`src/design/pcw_pkg.sv`:
```
// ----------------------------------------------------------------------------
// pcw_pkg
// shared types and constants of the png chunk walker
// ----------------------------------------------------------------------------
package pcw_pkg;

	localparam logic [1:0] KIND_SIG_OK  = 2'd0;
	localparam logic [1:0] KIND_CHUNK   = 2'd1;
	localparam logic [1:0] KIND_IHDR    = 2'd2;
	localparam logic [1:0] KIND_SIG_ERR = 2'd3;

	localparam logic [31:0] TYPE_IHDR = 32'h4948_4452;
	localparam logic [31:0] TYPE_IEND = 32'h4945_4E44;

	localparam logic [31:0] IHDR_LEN = 32'd13;
	localparam logic [32:0] CRC_LEN  = 33'd4;

	typedef enum logic [5:0] {
		PH_SIG  = 6'b000001,
		PH_HDR  = 6'b000010,
		PH_IHDR = 6'b000100,
		PH_SKIP = 6'b001000,
		PH_DONE = 6'b010000,
		PH_HALT = 6'b100000
	} phase_t;

	typedef struct packed {
		logic [1:0]  result_kind;
		logic [31:0] chunk_length;
		logic [31:0] chunk_type;
		logic [31:0] image_width;
		logic [31:0] image_height;
		logic [7:0]  sample_depth;
		logic [7:0]  color_kind;
		logic        stream_done;
	} result_t;

	function automatic logic [7:0] sig_byte(input logic [1:0] idx);
		logic [7:0] b;
		case (idx)
			2'd0: b = 8'h89;
			2'd1: b = 8'h50;
			2'd2: b = 8'h4E;
			2'd3: b = 8'h47;
			default: b = 8'h00;
		endcase
		return b;
	endfunction

endpackage

```
`src/design/pcw_out_buf.sv`:
```
// ----------------------------------------------------------------------------
// pcw_out_buf
// two-entry result buffer: output register plus skid register
// ----------------------------------------------------------------------------
module pcw_out_buf (
	input  logic             clk,
	input  logic             arst_n,
	input  logic             push,
	input  pcw_pkg::result_t push_data,
	output logic             full,
	output logic             out_valid,
	input  logic             out_stall,
	output pcw_pkg::result_t out_data
);

	logic             main_v_q;
	logic             skid_v_q;
	pcw_pkg::result_t main_q;
	pcw_pkg::result_t skid_q;
	logic             pop;

	assign pop       = main_v_q & ~out_stall;
	assign full      = skid_v_q;
	assign out_valid = main_v_q;
	assign out_data  = main_q;

	always_ff @(posedge clk or negedge arst_n) begin
		if (!arst_n) begin
			main_v_q <= 1'b0;
			skid_v_q <= 1'b0;
		end else if (skid_v_q) begin
			if (pop) begin
				skid_v_q <= 1'b0;
			end
		end else if (push) begin
			if (main_v_q && !pop) begin
				skid_v_q <= 1'b1;
			end else begin
				main_v_q <= 1'b1;
			end
		end else if (pop) begin
			main_v_q <= 1'b0;
		end
	end

	always_ff @(posedge clk) begin
		if (skid_v_q) begin
			if (pop) begin
				main_q <= skid_q;
			end
		end else if (push) begin
			if (main_v_q && !pop) begin
				skid_q <= push_data;
			end else begin
				main_q <= push_data;
			end
		end
	end

endmodule

```
`src/design/png_chunk_walker.sv`:
```
// ----------------------------------------------------------------------------
// png_chunk_walker
// byte-serial png signature check and chunk header walker
// ----------------------------------------------------------------------------
// a result is written to the output register, or to the skid register while the output register is stalled
// throughput: one byte per cycle unless in_stall holds input back while the skid register is full
// a two-entry result buffer keeps bytes flowing while a result waits
// reset: asynchronous, returns to the signature phase with counters cleared
// ----------------------------------------------------------------------------
module png_chunk_walker (
	input  logic        clk,
	input  logic        arst_n,
	input  logic        in_valid,
	output logic        in_stall,
	input  logic [7:0]  data_byte,
	output logic        out_valid,
	input  logic        out_stall,
	output logic [1:0]  result_kind,
	output logic [31:0] chunk_length,
	output logic [31:0] chunk_type,
	output logic [31:0] image_width,
	output logic [31:0] image_height,
	output logic [7:0]  sample_depth,
	output logic [7:0]  color_kind,
	output logic        stream_done
);

	pcw_pkg::phase_t  phase_q, phase_n;
	logic [32:0]      cnt_q, cnt_n;
	logic             bad_q, bad_n;
	logic [31:0]      len_q, len_n;
	logic [31:0]      type_q, type_n;
	logic [31:0]      width_q, width_n;
	logic [31:0]      height_q, height_n;
	logic [7:0]       depth_q, depth_n;
	logic [7:0]       colour_q, colour_n;
	logic             accept;
	logic             push;
	logic             buf_full;
	logic [32:0]      skip_dec;
	pcw_pkg::result_t res;
	pcw_pkg::result_t out_res;

	assign in_stall = buf_full;
	assign accept   = in_valid & ~buf_full;
	assign skip_dec = (cnt_q != 33'd0) ? (cnt_q - 33'd1) : cnt_q;

	always_comb begin
		phase_n  = phase_q;
		cnt_n    = cnt_q;
		bad_n    = bad_q;
		len_n    = len_q;
		type_n   = type_q;
		width_n  = width_q;
		height_n = height_q;
		depth_n  = depth_q;
		colour_n = colour_q;
		push     = 1'b0;
		res      = '0;
		if (accept) begin
			case (phase_q)
				pcw_pkg::PH_SIG: begin
					if (cnt_q[3:0] < 4'd4 && data_byte != pcw_pkg::sig_byte(cnt_q[1:0])) begin
						bad_n = 1'b1;
					end
					if (cnt_q[3:0] >= 4'd7) begin
						push            = 1'b1;
						res.result_kind = bad_n ? pcw_pkg::KIND_SIG_ERR : pcw_pkg::KIND_SIG_OK;
						cnt_n           = 33'd0;
						phase_n         = bad_n ? pcw_pkg::PH_HALT : pcw_pkg::PH_HDR;
					end else begin
						cnt_n = cnt_q + 33'd1;
					end
				end
				pcw_pkg::PH_HDR: begin
					if (cnt_q[3:0] < 4'd4) begin
						len_n = {len_q[23:0], data_byte};
					end else begin
						type_n = {type_q[23:0], data_byte};
					end
					if (cnt_q[3:0] >= 4'd7) begin
						push             = 1'b1;
						res.result_kind  = pcw_pkg::KIND_CHUNK;
						res.chunk_length = len_n;
						res.chunk_type   = type_n;
						res.stream_done  = (type_n == pcw_pkg::TYPE_IEND);
						cnt_n            = 33'd0;
						if (type_n == pcw_pkg::TYPE_IEND) begin
							phase_n = pcw_pkg::PH_DONE;
						end else if (type_n == pcw_pkg::TYPE_IHDR) begin
							phase_n = pcw_pkg::PH_IHDR;
						end else begin
							cnt_n   = {1'b0, len_n} + pcw_pkg::CRC_LEN;
							phase_n = pcw_pkg::PH_SKIP;
						end
					end else begin
						cnt_n = cnt_q + 33'd1;
					end
				end
				pcw_pkg::PH_IHDR: begin
					if (cnt_q[3:0] < 4'd4) begin
						width_n = {width_q[23:0], data_byte};
					end else if (cnt_q[3:0] < 4'd8) begin
						height_n = {height_q[23:0], data_byte};
					end else if (cnt_q[3:0] == 4'd8) begin
						depth_n = data_byte;
					end else if (cnt_q[3:0] == 4'd9) begin
						colour_n = data_byte;
					end
					if (cnt_q[3:0] >= 4'd12) begin
						push             = 1'b1;
						res.result_kind  = pcw_pkg::KIND_IHDR;
						res.image_width  = width_n;
						res.image_height = height_n;
						res.sample_depth = depth_n;
						res.color_kind   = colour_n;
						if (len_q >= pcw_pkg::IHDR_LEN) begin
							cnt_n = {1'b0, len_q - pcw_pkg::IHDR_LEN} + pcw_pkg::CRC_LEN;
						end else begin
							cnt_n = pcw_pkg::CRC_LEN;
						end
						phase_n = pcw_pkg::PH_SKIP;
					end else begin
						cnt_n = cnt_q + 33'd1;
					end
				end
				pcw_pkg::PH_SKIP: begin
					cnt_n = skip_dec;
					if (skip_dec == 33'd0) begin
						phase_n = pcw_pkg::PH_HDR;
					end
				end
				default: begin
					phase_n = phase_q;
				end
			endcase
		end
	end

	always_ff @(posedge clk or negedge arst_n) begin
		if (!arst_n) begin
			phase_q  <= pcw_pkg::PH_SIG;
			cnt_q    <= 33'd0;
			bad_q    <= 1'b0;
			len_q    <= 32'd0;
			type_q   <= 32'd0;
			width_q  <= 32'd0;
			height_q <= 32'd0;
			depth_q  <= 8'd0;
			colour_q <= 8'd0;
		end else begin
			phase_q  <= phase_n;
			cnt_q    <= cnt_n;
			bad_q    <= bad_n;
			len_q    <= len_n;
			type_q   <= type_n;
			width_q  <= width_n;
			height_q <= height_n;
			depth_q  <= depth_n;
			colour_q <= colour_n;
		end
	end

	pcw_out_buf u_out_buf (
		.clk       (clk),
		.arst_n    (arst_n),
		.push      (push),
		.push_data (res),
		.full      (buf_full),
		.out_valid (out_valid),
		.out_stall (out_stall),
		.out_data  (out_res)
	);

	assign result_kind  = out_res.result_kind;
	assign chunk_length = out_res.chunk_length;
	assign chunk_type   = out_res.chunk_type;
	assign image_width  = out_res.image_width;
	assign image_height = out_res.image_height;
	assign sample_depth = out_res.sample_depth;
	assign color_kind   = out_res.color_kind;
	assign stream_done  = out_res.stream_done;

endmodule

```
`config.mk`:
```
export PLATFORM = sky130hd
export DESIGN_NAME = png_chunk_walker
export DESIGN_NICKNAME = d
export VERILOG_FILES = /design/src/design/pcw_pkg.sv /design/src/design/pcw_out_buf.sv /design/src/design/png_chunk_walker.sv
export SDC_FILE = /design/constraint.sdc
export NUM_CORES = 1
export LEC_CHECK = 0
export BUFFER_PORTS_ARGS = -buffer_cell sky130_fd_sc_hd__buf_2
export CORE_ASPECT_RATIO = 1.1
export CORE_MARGIN = 2
export CORE_UTILIZATION = 45
export CTS_CLUSTER_SIZE = 8
export DETAILED_ROUTE_END_ITERATION = 16
export GPL_ROUTABILITY_DRIVEN = 0
export PLACE_DENSITY = 0.65
export SLEW_MARGIN = 20
export SYNTH_ARGS = -nofsm -noshare
export SYNTH_HDL_FRONTEND = slang
export SYNTH_SLANG_ARGS = --single-unit
```
`constraint.sdc`:
```
create_clock -name clk -period 12.3 [get_ports clk]
set_input_delay 0.615 -clock clk [delete_from_list [all_inputs] [get_ports clk]]
set_output_delay 0.615 -clock clk [all_outputs]
set_load 0.02 [all_outputs]
```
==> key figures <==
Final layout
  – Fin area: around 28000 µm²
  – Nets: between 2000 and 2500
  – Filler cells: 4576
  – Area grow syn2layout: 14.24%
  – Post-Layout Cell Count: ~3000
  – FF+latch area: about 13000 µm²
  – Util after Layout: a little over 50%
  – Multi-input logic area: approximately 10000 µm²
  – Share of cells above drive strength 1: between 10% and 20%
  – ANT cells: 0

Timing
  – Final critical-path required period: 4.749 ns
  – Final slew viol count: 0
  – RSZ-0062 raised after global routing: no
  – Fin worst setup slack: about 7.6 ns
  – Slew margin rel.: about 17%
  – Final Skew: around 0.031 ns
  – Final setup fails: 0
  – Setup tns final: 0 ns
  – Worst Max-Slew Pin Slew: around 1.2 ns
  – Final Hold Vio Count: 0
  – FMAX: between 200 and 250 MHz
  – Hold Slack: ~0.14 ns
  – Final period utilization: between 30% and 40%

Synthesis
  – Ys async rst share: 38.75%
  – EDFF count, synth: between 200 and 300
  – Main flop type after synthesis: edfxtp_1
  – Yosys warns: 0
  – Syn_nets: around 2200
  – Post-Syn Area: 24150 µm²
  – Sequential share of the synthesized area: 55.83%
  – Cell variety after synth: 93
  – Synth Instances: between 2000 and 2500
  – Avg Cell Area, Syn: between 10 and 15 µm²
  – Synth Register Bits: 480

Routing
  – DR DRC count: 0
  – Initial DRC Count: ~1900
  – Pre-Repair DR Iteration Count: 6
  – Routed vias/inst: between 6 and 7
  – Antenna Violating Nets Remaining: 0
  – Drt wl/cell: ~23 µm
  – Final WL: 68040 µm
  – Via count: roughly 18000

Place
  – Placed insts: roughly 2900
  – Placed inst area: around 26000 µm²
  – Hpwl dp: between 40000 and 50000 µm
  – Dpl ws: 7.626 ns
  – Buffers on Ports: 160

Worst setup path
  – Reg-to-reg startpoint: phase_q[5]$_DFFE_PN0P_
  – Critical path data arrival time: just under 5 ns
  – FF-to-FF path depth: 11
  – Critical Path RT: around 13 ns
  – CP Max Fanout: about 80
  – Cell Chain, Critical Path: nor4_1 > nand3b_1 > buf_4 > nor2_1 > buf_4 > nor2_1 > o21ai_0 > a21oi_1 > a21oi_4 > buf_4 > buf_4
  – Worst flop-to-flop path endpoint: u_out_buf.out_data[140]$_DFFE_PP_
  – CP endpoint kind: flop
  – CP max stage cell: buf_4
  – Critical path startpoint category: flop
  – Worst R2R Setup Slack: approximately 7.6 ns
  – Critical path's largest stage delay: a little over 0.8 ns
  – CP Class: flop to flop
  – CP most frequent cell: buf_4

Hold path
  – HP Class: primary input to async pin

Floorplanning
  – Std cell rows: 89
  – CORE AREA: approximately 53000 µm²
  – Ports: 161
  – Die Width: approximately 220 µm
  – DIE HEIGHT: 247.0 µm
  – Initial Util: 45.28%
  – Die area: 55540 µm²

Clock network
  – Clk sinks: 480
  – Setup Buffers After CTS: 0
  – Clk Latency, worst-skew pair: 0.61 ns
  – Clock buffer depth: 3
  – CTS tree: built
  – Cts hold-fix bufs: 0
  – Post_cts resized: 0
  – TritonCTS Buffers: 70
  – Clock Pin Slew Worst Setup and Hold Paths: ~0.060 ns
  – Clock root cell: clkbuf_16
  – H-Tree Depth: 3

Global routing
  – Largest net degree at the start of global routing: 114
  – Via count of the first global-routing pass: roughly 18000
  – First-pass GRT wire length: 104100 µm
  – Grt total ovfl: 0
  – GRT Total Usage: between 20 and 25%
  – Initial antenna violation count: 1

Power and ir drop
  – VDD IR-drop max: between 90 and 100 µV
  – Pwr/cell area: 186.5 nW/µm²
  – Lkg Pwr: ~11 nW
  – Power, Total: roughly 5.1 mW

Status
  – Status: complete, no violations

Run
  – Maximum Capacitance Violations: 0
[how the worst max path moves through the flow]
stage | start | end | slack [ns] | depth (start not counted)
3_3_place_gp | phase_q[5]$_DFFE_PN0P_ | u_out_buf.out_data[141]$_DFFE_PP_ | 7.83 | 11
4_1_cts | phase_q[5]$_DFFE_PN0P_ | u_out_buf.out_data[141]$_DFFE_PP_ | 7.59 | 9
2_1_floorplan | cnt_q[2]$_DFFE_PN0P_ | u_out_buf.out_data[0]$_DFFE_PP_ | 2.31 | 10
6_report | phase_q[5]$_DFFE_PN0P_ | u_out_buf.out_data[140]$_DFFE_PP_ | 7.55 | 11
5_1_grt | phase_q[5]$_DFFE_PN0P_ | u_out_buf.out_data[141]$_DFFE_PP_ | 7.22 | 11
3_5_place_dp | phase_q[5]$_DFFE_PN0P_ | u_out_buf.out_data[141]$_DFFE_PP_ | 7.63 | 9
[sequential cells by signal, summed over array words and instances (netlist names)]
signal               flops
u_out_buf.out_data     147
u_out_buf.skid_q       147
cnt_q                   33
height_q                32
len_q                   32
type_q                  32
width_q                 32
colour_q                 8
depth_q                  8
phase_q                  6
bad_q                    1
u_out_buf.full           1
u_out_buf.out_valid      1
[metal layers]
metal,GRT usage [%],part of all wire [%],vias up
met2,38.36,46,921
met5,0,0.019,-
met3,5.097,8.1,220
met4,13.07,5.3,2
li1,-,-,8180
met1,31.42,40,8817
[cell type report]
class	instances	share of cell area, %
sequential	480	48.89
clock inverter	8	0.3719
inverter	20	0.2721
tap	682	3.093
multi-input combinational	1483	36.26
clock buffer	120	7.143
timing repair buffer	195	3.973
[Yosys cell counts, types with 17 or more instances]
cell type	instances	area (µm²)
nand2_1	204	765.7
a31oi_1	17	106.4
inv_1	20	75.07
mux2_2	137	1543
a21oi_1	117	585.6
xor2_1	42	367.9
or3_1	21	131.4
nor3_1	43	215.2
o21ai_0	80	400.4
xnor2_1	66	578.1
nand3_1	38	190.2
edfxtp_1	294	8828
o31ai_1	17	127.6
and2_1	78	488.0
a21o_1	154	1156
nand4_1	28	175.2
dfrtp_1	185	4629
mux2i_1	27	270.3
nor4_1	33	206.5
nor2_1	132	495.5
clkbuf_1	139	521.8
[power by group]
| group | internal [mW] | switching (mW) |
|---|---|---|
| combinational | 0.439 | 0.788 |
| sequential | 1.84 | 0.281 |
| clock | 1.09 | 0.703 |
| total | 3.37 | 1.77 |
[logic make-up after synthesis]
| kind of cell | Yosys count | share of synthesized area, % |
|---|---|---|
| adders and majority gates | 9 | 0.4663 |
| and+or+nand+nor | 685 | 14.83 |
| buffers and inverters | 183 | 2.917 |
| muxes | 164 | 7.507 |
| DFF | 480 | 55.83 |
| AOI/OAI and AO/OA | 517 | 14.53 |
| xor gates and xnor gates | 108 | 3.917 |
[critical path, delay by kind of cell, from the launching register on]
family / cells / cell delay [ns]
flops: 1 / 0.44
simple gates: 4 / 0.94
buf+inv: 4 / 2.06
compound gates: 3 / 0.73
[cells in the final DEF, fill, tap and decap left out, types with 9 or more instances in the layout]
cell type / n
o221ai_1: 10
nand2_1: 202
a21o_1: 154
buf_4: 33
and2_1: 78
clkbuf_16: 71
mux2i_1: 27
a22oi_1: 10
o211ai_1: 13
or3_1: 21
o31ai_1: 17
edfxtp_1: 294
nor2_1: 130
dfrtp_1: 184
buf_2: 159
nor3_1: 43
clkbuf_1: 48
a31oi_1: 17
nor4_1: 33
xor2_1: 42
or4_1: 11
a21oi_1: 116
nand4_1: 28
o21ai_0: 79
a221oi_1: 14
nand3_1: 38
xnor2_1: 66
and3_1: 12
mux2_2: 137
a211oi_1: 9
inv_1: 20
ha_1: 9
No activity file was read; power rests on OpenSTA's default activity.
